==> src/sv/hotp_pkg.sv <==
package hotp_pkg;
   localparam int KeyBytesMax = 24;
   localparam logic [4:0] KeyLenReset = 5'd20;
   localparam logic [3:0] DigitsReset = 4'd6;
   localparam logic [3:0] DigitsMax = 4'd10;
   localparam logic [2:0] CsrKeyHigh = 3'd0;
   localparam logic [2:0] CsrKeyMid = 3'd1;
   localparam logic [2:0] CsrKeyLow = 3'd2;
   localparam logic [2:0] CsrKeyLength = 3'd3;
   localparam logic [2:0] CsrDigitCount = 3'd4;
   localparam logic [159:0] Sha1Init =
      160'h67452301_EFCDAB89_98BADCFE_10325476_C3D2E1F0;

   typedef struct packed {
      logic start;
      logic init;
      logic [511:0] block;
   } sha_cmd_type;

   function automatic logic [31:0] rotl(input logic [31:0] x, input int n);
      rotl = (x << n) | (x >> (32 - n));
   endfunction

   function automatic logic [31:0] pow10(input logic [3:0] nd);
      case (nd)
         4'd1: pow10 = 32'd10;
         4'd2: pow10 = 32'd100;
         4'd3: pow10 = 32'd1000;
         4'd4: pow10 = 32'd10000;
         4'd5: pow10 = 32'd100000;
         4'd6: pow10 = 32'd1000000;
         4'd7: pow10 = 32'd10000000;
         4'd8: pow10 = 32'd100000000;
         default: pow10 = 32'd1000000000;
      endcase
   endfunction
endpackage

==> src/sv/hotp_sha1_core.sv <==
module hotp_sha1_core
   import hotp_pkg::*;
(
   input  logic         clock,
   input  logic         reset,
   input  sha_cmd_type  cmd,
   output logic         done,
   output logic [159:0] digest
);
   logic [31:0] w_ff [16];
   logic [31:0] a_ff, b_ff, c_ff, d_ff, e_ff;
   logic [159:0] h_ff;
   logic [6:0] round_ff;
   logic busy_ff, done_ff;
   logic [31:0] f, k, t, wi, wnew;
   logic [159:0] hsel;

   assign hsel = cmd.init ? Sha1Init : h_ff;
   assign wnew = rotl(w_ff[13] ^ w_ff[8] ^ w_ff[2] ^ w_ff[0], 1);
   assign wi = (round_ff < 7'd16) ? w_ff[round_ff[3:0]] : wnew;

   always_comb begin
      if (round_ff < 7'd20) begin
         f = (b_ff & c_ff) | (~b_ff & d_ff); k = 32'h5A827999;
      end else if (round_ff < 7'd40) begin
         f = b_ff ^ c_ff ^ d_ff; k = 32'h6ED9EBA1;
      end else if (round_ff < 7'd60) begin
         f = (b_ff & c_ff) | (b_ff & d_ff) | (c_ff & d_ff); k = 32'h8F1BBCDC;
      end else begin
         f = b_ff ^ c_ff ^ d_ff; k = 32'hCA62C1D6;
      end
      t = rotl(a_ff, 5) + f + e_ff + k + wi;
   end

   always_ff @(posedge clock) begin
      done_ff <= !reset && !cmd.start && busy_ff && (round_ff == 7'd79);
      if (reset) begin
         busy_ff <= 1'b0;
         round_ff <= '0;
      end else if (cmd.start) begin
         busy_ff <= 1'b1;
         round_ff <= '0;
         h_ff <= hsel;
         {a_ff, b_ff, c_ff, d_ff, e_ff} <= hsel;
         for (int i = 0; i < 16; i++) w_ff[i] <= cmd.block[511 - 32 * i -: 32];
      end else if (busy_ff) begin
         {a_ff, b_ff, c_ff, d_ff, e_ff} <= {t, a_ff, rotl(b_ff, 30), c_ff, d_ff};
         if (round_ff >= 7'd16) begin
            for (int i = 0; i < 15; i++) w_ff[i] <= w_ff[i + 1];
            w_ff[15] <= wnew;
         end
         if (round_ff == 7'd79) begin
            busy_ff <= 1'b0;
            h_ff <= {h_ff[159:128] + t, h_ff[127:96] + a_ff,
                     h_ff[95:64] + rotl(b_ff, 30), h_ff[63:32] + c_ff,
                     h_ff[31:0] + d_ff};
         end
         round_ff <= round_ff + 7'd1;
      end
   end

   assign done = done_ff;
   assign digest = h_ff;
endmodule

==> src/sv/hotp_code_generator_top.sv <==
// HOTP code generator (HMAC-SHA1 with dynamic truncation).
// Request channel: req_valid/req_stall with req_counter (64 bits). Result
// channel: rsp_valid/rsp_stall with rsp_decimal_code and rsp_hex_code.
// A transaction moves when valid is high and stall is low.
// Configuration: csr_valid/csr_ready, csr_index and csr_data; ready is high
// while no request is in flight. Indexes 0..2 key words, 3 key length,
// 4 digit count; other indexes are ignored.
// One shared SHA-1 round unit does four 80-round compressions in turn, then
// truncation and setup, then a modulo by repeated subtraction of shifted
// powers of ten (skipped with 10 digits).
// One request is in flight at a time; req_stall is high from acceptance
// until the result is taken, and the next request can be taken in the cycle
// after that.
// A stalled result holds its value until rsp_stall drops.
// Reset (synchronous, active high) clears the key, sets key length 20 and
// digit count 6, and drops all pending work.
module hotp_code_generator_top
   import hotp_pkg::*;
#(
   parameter int MAX_KEY_BYTES = KeyBytesMax
) (
   input  logic        clock,
   input  logic        reset,
   input  logic        req_valid,
   output logic        req_stall,
   input  logic [63:0] req_counter,
   output logic        rsp_valid,
   input  logic        rsp_stall,
   output logic [30:0] rsp_decimal_code,
   output logic [30:0] rsp_hex_code,
   input  logic        csr_valid,
   output logic        csr_ready,
   input  logic [2:0]  csr_index,
   input  logic [63:0] csr_data
);
   typedef enum logic [2:0] {IDLE, B0, B1, B2, B3, MODW, MOD, OUT} state_type;
   state_type state_ff;
   logic [63:0] kh_ff, km_ff, kl_ff, ctr_ff;
   logic [4:0] klen_ff;
   logic [3:0] nd_ff;
   logic [159:0] inner_ff;
   logic [30:0] val_ff, hex_ff;
   logic [31:0] p_ff;
   logic [5:0] sh_ff;
   logic [191:0] key_bits;
   logic [511:0] k0;
   sha_cmd_type cmd;
   logic done, start;
   logic [159:0] digest;
   logic [3:0] off;
   logic [31:0] sel;
   logic [62:0] sub;
   logic [3:0] nd_eff;

   hotp_sha1_core u_core(.clock, .reset, .cmd, .done, .digest);

   always_comb begin
      key_bits = {kh_ff, km_ff, kl_ff};
      for (int i = 0; i < 24; i++)
         if (i >= int'(klen_ff)) key_bits[191 - 8 * i -: 8] = 8'h00;
      k0 = {key_bits, 320'd0};
   end

   assign start = (state_ff == IDLE && req_valid) || (done &&
                  (state_ff == B0 || state_ff == B1 || state_ff == B2));
   always_comb begin
      cmd.start = start;
      cmd.init = (state_ff == IDLE) || (state_ff == B1);
      case (state_ff)
         IDLE: cmd.block = k0 ^ {64{8'h36}};
         B0: cmd.block = {ctr_ff, 8'h80, 376'd0, 64'd576};
         B1: cmd.block = k0 ^ {64{8'h5C}};
         default: cmd.block = {inner_ff, 8'h80, 280'd0, 64'd672};
      endcase
   end

   assign off = digest[3:0];
   assign sel = digest[159 - 8 * off -: 32];
   assign sub = {32'd0, val_ff} - ({31'd0, p_ff} << sh_ff);
   assign nd_eff = (nd_ff == 4'd0) ? 4'd1 : nd_ff;

   always_ff @(posedge clock) begin
      if (reset) begin
         state_ff <= IDLE;
         kh_ff <= '0; km_ff <= '0; kl_ff <= '0;
         klen_ff <= KeyLenReset;
         nd_ff <= DigitsReset;
      end else begin
         if (csr_valid && csr_ready) begin
            case (csr_index)
               CsrKeyHigh: kh_ff <= csr_data;
               CsrKeyMid: km_ff <= csr_data;
               CsrKeyLow: kl_ff <= csr_data;
               CsrKeyLength: klen_ff <= (csr_data[4:0] > 5'(MAX_KEY_BYTES)) ?
                                        5'(MAX_KEY_BYTES) : csr_data[4:0];
               CsrDigitCount: nd_ff <= (csr_data[3:0] > DigitsMax) ?
                                       DigitsMax : csr_data[3:0];
               default: ;
            endcase
         end
         case (state_ff)
            IDLE: if (req_valid) begin
               ctr_ff <= req_counter;
               state_ff <= B0;
            end
            B0: if (done) state_ff <= B1;
            B1: if (done) begin
               inner_ff <= digest;
               state_ff <= B2;
            end
            B2: if (done) state_ff <= B3;
            B3: if (done) begin
               val_ff <= sel[30:0];
               state_ff <= MODW;
            end
            MODW: begin
               hex_ff <= (nd_eff >= 4'd8) ? val_ff : val_ff &
                         ((31'd1 << {nd_eff[2:0], 2'b00}) - 31'd1);
               p_ff <= pow10(nd_eff);
               sh_ff <= 6'd31;
               state_ff <= (nd_eff >= DigitsMax) ? OUT : MOD;
            end
            MOD: begin
               if (!sub[62]) val_ff <= sub[30:0];
               sh_ff <= sh_ff - 6'd1;
               if (sh_ff == 6'd0) state_ff <= OUT;
            end
            OUT: if (!rsp_stall) state_ff <= IDLE;
            default: state_ff <= IDLE;
         endcase
      end
   end

   assign req_stall = (state_ff != IDLE);
   assign csr_ready = (state_ff == IDLE);
   assign rsp_valid = (state_ff == OUT);
   assign rsp_decimal_code = val_ff;
   assign rsp_hex_code = hex_ff;
endmodule
==> config.mk <==
export PLATFORM = sky130hd
export DESIGN_NAME = hotp_code_generator_top
export DESIGN_NICKNAME = d
export VERILOG_FILES = /design/src/sv/hotp_pkg.sv /design/src/sv/hotp_sha1_core.sv /design/src/sv/hotp_code_generator_top.sv
export SDC_FILE = /design/constraint.sdc
export NUM_CORES = 2
export LEC_CHECK = 0
export BUFFER_PORTS_ARGS = -buffer_cell sky130_fd_sc_hd__buf_2
export CORE_MARGIN = 5
export CORE_UTILIZATION = 45
export CTS_CLUSTER_SIZE = 25
export DETAILED_ROUTE_END_ITERATION = 6
export PLACE_DENSITY_LB_ADDON = 0.2
export SYNTH_ARGS = -nofsm -noshare
export SYNTH_HDL_FRONTEND = slang
export SYNTH_SLANG_ARGS = --single-unit
==> constraint.sdc <==
create_clock -name clock -period 71.1 [get_ports clock]
set_input_delay 10.665 -clock clock [delete_from_list [all_inputs] [get_ports clock]]
set_output_delay 10.665 -clock clock [all_outputs]
set_load 0.1 [all_outputs]
==> impl_metrics.py <==
metrics = {
    "outcome": {
        "status": "finished with violations",
        "violations": "design-rule violations",
    },
    "setup_path": {
        "cp_max_fo": 173,
        "cpMostUsedCell": "buf_4",
        "crit_type": "input port to flop",
        "cp-end-kind": "flop",
        "cp_slowest_stage_delay_ns": 0.94,
        "cp-start-kind": "input port",
        "crit_chain": "buf_2 > mux2i_1 > or2_4 > a21oi_4 > buf_4 > buf_12 > buf_4",
        "slowest_stage": "buf_4",
        "crit_required_ns": 71.51,
        "cp.arrival_ns": 15.04,
    },
    "power_and_ir_drop": {
        "p_leak_uw": 0.03206,
        "irDropWorstVdd_mv": 0.1037,
        "powerDensity_nw_per_um2": 45.52,
    },
    "placement": {
        "dpl-instance-area_um2": 82140,
        "io_buffer_count": 200,
        "dpl.cell_count": 9718,
        "place_congestion": 1.009,
        "dp_hpwl_um": 219900,
    },
    "logic_synthesis": {
        "synth_cells": 7566,
        "synthesis.nets": 8059,
        "synth_warnings": 0,
        "synth_flop_cell": "edfxtp_1",
        "synth_edf_count": 1146,
        "synth.cell_area_um2": 78990,
        "async_reset_ff_share_pct": 0,
        "synth-seq-cells": 1363,
        "synth_area_per_cell_um2": 10.44,
        "synth-seq-area-share_pct": 49.07,
        "synthDistinctLibCells": 89,
    },
    "drt": {
        "wl_um": 308300,
        "via_count": 64534,
        "drc": 20,
        "avgRoutedWirePerCell_um": 30.77,
        "drtIter0Drc": 10947,
        "vias_per_cell": 6.441,
        "drtAntennaViolNets": 0,
        "drtPass1Iterations": 7,
    },
    "timing": {
        "period_minus_slack_ns": 14.63,
        "slew_headroom_pct": 6.826,
        "rsz0062_at_grt": "false",
        "finalHoldViolCount": 0,
        "setup_viol": 0,
        "max_clock_freq_ghz": 0.06835,
        "tns_ns": 0,
        "worst_pin_slew_ns": 1.383,
        "slew_viol_final": 0,
        "finalCritPeriodShare_pct": 20.58,
        "skew_ns": 0.04873,
    },
    "final_layout": {
        "stdcell_area_um2": 87380,
        "num-fill-cells": 15756,
        "final_nets": 8044,
        "instances_no_fill": 10020,
        "syn_to_final_growth_pct": 10.62,
        "layout-drive-gt1-share_pct": 11.49,
    },
    "global_route": {
        "grtUsageTotal_pct": 32.42,
        "grt_max_degree": 174,
        "antenna_found_initial": 28,
        "overflow": 0,
        "grt_pass1_vias": 59230,
        "grt_pass1_wl_um": 434600,
    },
    "floorplan": {
        "fp.dieH_um": 429.0,
        "start_util_pct": 45.34,
        "die_w_um": 429.0,
        "core_um2": 174200,
        "die-area_um2": 184000,
        "rows": 153,
        "num_io_pins": 201,
    },
    "clocking": {
        "cts_setup_buffers": 0,
        "clockRootBuffer": "clkbuf_16",
        "cts_resized": 0,
        "numCtsBuffers": 156,
        "postCtsHoldBufs": 0,
        "clockBufferDepth": 3,
        "htree_levels": 4,
        "insertion_delay_ns": 0.84,
        "cts_tree": "yes",
        "clkSinkCount": 1363,
        "path_clk_slew_ns": 0.06,
    },
    "job": {
        "cap_violations": 0,
    },
    "min_path": {
        "hold_class": "flop to flop",
    },
}
[placed cells by master (no fill, tap or decap), drive strengths merged, types with 32 or more instances in the layout]
cell type / netlist / routed
and3: 37 / 37
a22oi: 74 / 74
o22ai: 79 / 79
nor2b: 52 / 52
nand3: 65 / 65
buf: 84 / 314
mux2: 60 / 60
nor2: 497 / 497
a31oi: 32 / 32
nand2b: 51 / 51
a21o: 223 / 223
xor2: 103 / 103
clkinv: 2 / 69
o21a: 36 / 36
nand2: 1292 / 1292
o21ai: 478 / 478
mux2i: 135 / 135
edfxtp: 1146 / 1146
dfxtp: 217 / 217
a211oi: 63 / 63
clkbuf: 403 / 197
xnor2: 268 / 268
o211ai: 45 / 45
o21bai: 35 / 35
fa: 123 / 123
and2: 103 / 103
a21oi: 744 / 744
nor3: 57 / 57
mux4: 194 / 194
o31ai: 33 / 33
ha: 234 / 234
inv: 276 / 283
[routing by layer]
metal | part of all wire [%] | vias up | GRT usage [%]
met2 | 42 | 4424 | 46.02
li1 | - | 27459 | -
met3 | 14 | 638 | 9.998
met4 | 5.3 | 6 | 14.33
met5 | 0.013 | - | 0
met1 | 39 | 32007 | 45.73
[worst max-delay path: cells and delay by family]
kind                   cells  cell delay, ns
buffers and inverters      4            2.69
multiplexers               1            0.17
AND/OR/NAND/NOR            1            0.48
AO/OA/AOI/OAI              1            0.76
[state kept, by name, indices dropped and copies added, names as in the netlist, 4 cells and up, named ones only]
register / flops
u_core.b_ff: 32
u_core.e_ff: 32
rsp_hex_code: 31
u_core.w_ff: 512
u_core.round_ff: 7
kl_ff: 64
nd_ff: 4
u_core.d_ff: 32
rsp_decimal_code: 31
km_ff: 64
u_core.digest: 160
ctr_ff: 64
u_core.a_ff: 32
inner_ff: 160
klen_ff: 5
u_core.c_ff: 32
p_ff: 22
kh_ff: 64
sh_ff: 6
[logic make-up after synthesis]
| family | synth area share (%) |
|---|---|
| simple gates | 12.07 |
| compound gates | 16.08 |
| xor+xnor | 4.114 |
| fa+ha+maj | 6.824 |
| mux | 8.148 |
| buf+inv | 3.705 |
| flops | 49.07 |
[path summary, 6_finish.rpt]
check                         startpoint                                 to  slack, ns  depth (start not counted)
setup reg to reg                    flop       u_core.digest[159]$_DFFE_PP_      59.91                         29
hold / removal    kh_ff[38]$_SDFFE_PP0P_             kh_ff[38]$_SDFFE_PP0P_       0.45                          2
hold reg to reg   kh_ff[38]$_SDFFE_PP0P_             kh_ff[38]$_SDFFE_PP0P_       0.45                          2
setup / recovery               req_valid  u_core.w_ff[11][23]$_SDFFCE_PP0P_      56.47                          7
[power breakdown]
group / internal [uW] / switching [uW] / total [uW] / leakage, uW
combinational: 790 / 1190 / 1980 / 0.0172
clock: 479 / 356 / 835 / 0.00256
sequential: 1030 / 132 / 1160 / 0.0123
[synthesized netlist by cell type (36+ instances only)]
cell         n  area (um2)
o22ai_1     79       494.2
mux2i_1    133        1331
xor2_1     103       902.1
o21a_1      36       270.3
edfxtp_1  1146       34410
clkbuf_1   403        1513
ha_1       234        2928
o211ai_1    45       337.8
xnor2_1    268        2347
nand2_1   1292        4850
inv_1      273        1025
nor2_1     497        1866
a21oi_1    744        3724
dfxtp_1    217        4344
fa_1       123        2462
nor3_1      57       285.3
nand2b_1    51       319.1
buf_1       62       232.7
nand3_1     65       325.3
o21ai_0    463        2317
nor2b_1     52       325.3
and2_1     102       638.1
and3_1      37       231.5
a21o_1     223        1674
a22oi_1     74       555.5
mux4_2     194        4369
a211oi_1    61       457.9
mux2_2      54       608.1
[per-stage QoR]
step | setup WS, ns | hold slack [ns] | power, uW | util (%)
finish | 56.47 | 0.4508 | 3977 | 50.16
global route | 56.27 | 0.4665 | 4211 | 50.14
CTS | 56.58 | 0.4516 | 3941 | 50.14
detailed placement | 55.71 | 0.4436 | 3102 | 47.15
global placement | 55.78 | 0.4372 | 3069 | 47.15
floorplan | 33.43 | 0.4319 | 2552 | -
[layout make-up]
type                            instances  area, um2  area share (%)
Multi-Input combinational cell       5438      37470           42.89
Timing Repair Buffer                  314       1938           2.218
Sequential cell                      1363      38780           44.38
Inverter                              278       1044           1.194
Clock inverter                         92      973.4           1.114
Tap cell                             2325       2909           3.329
Clock buffer                          197       4233           4.844
Antenna cell                           13      32.53         0.03723
(Power assumes the default switching activity.)
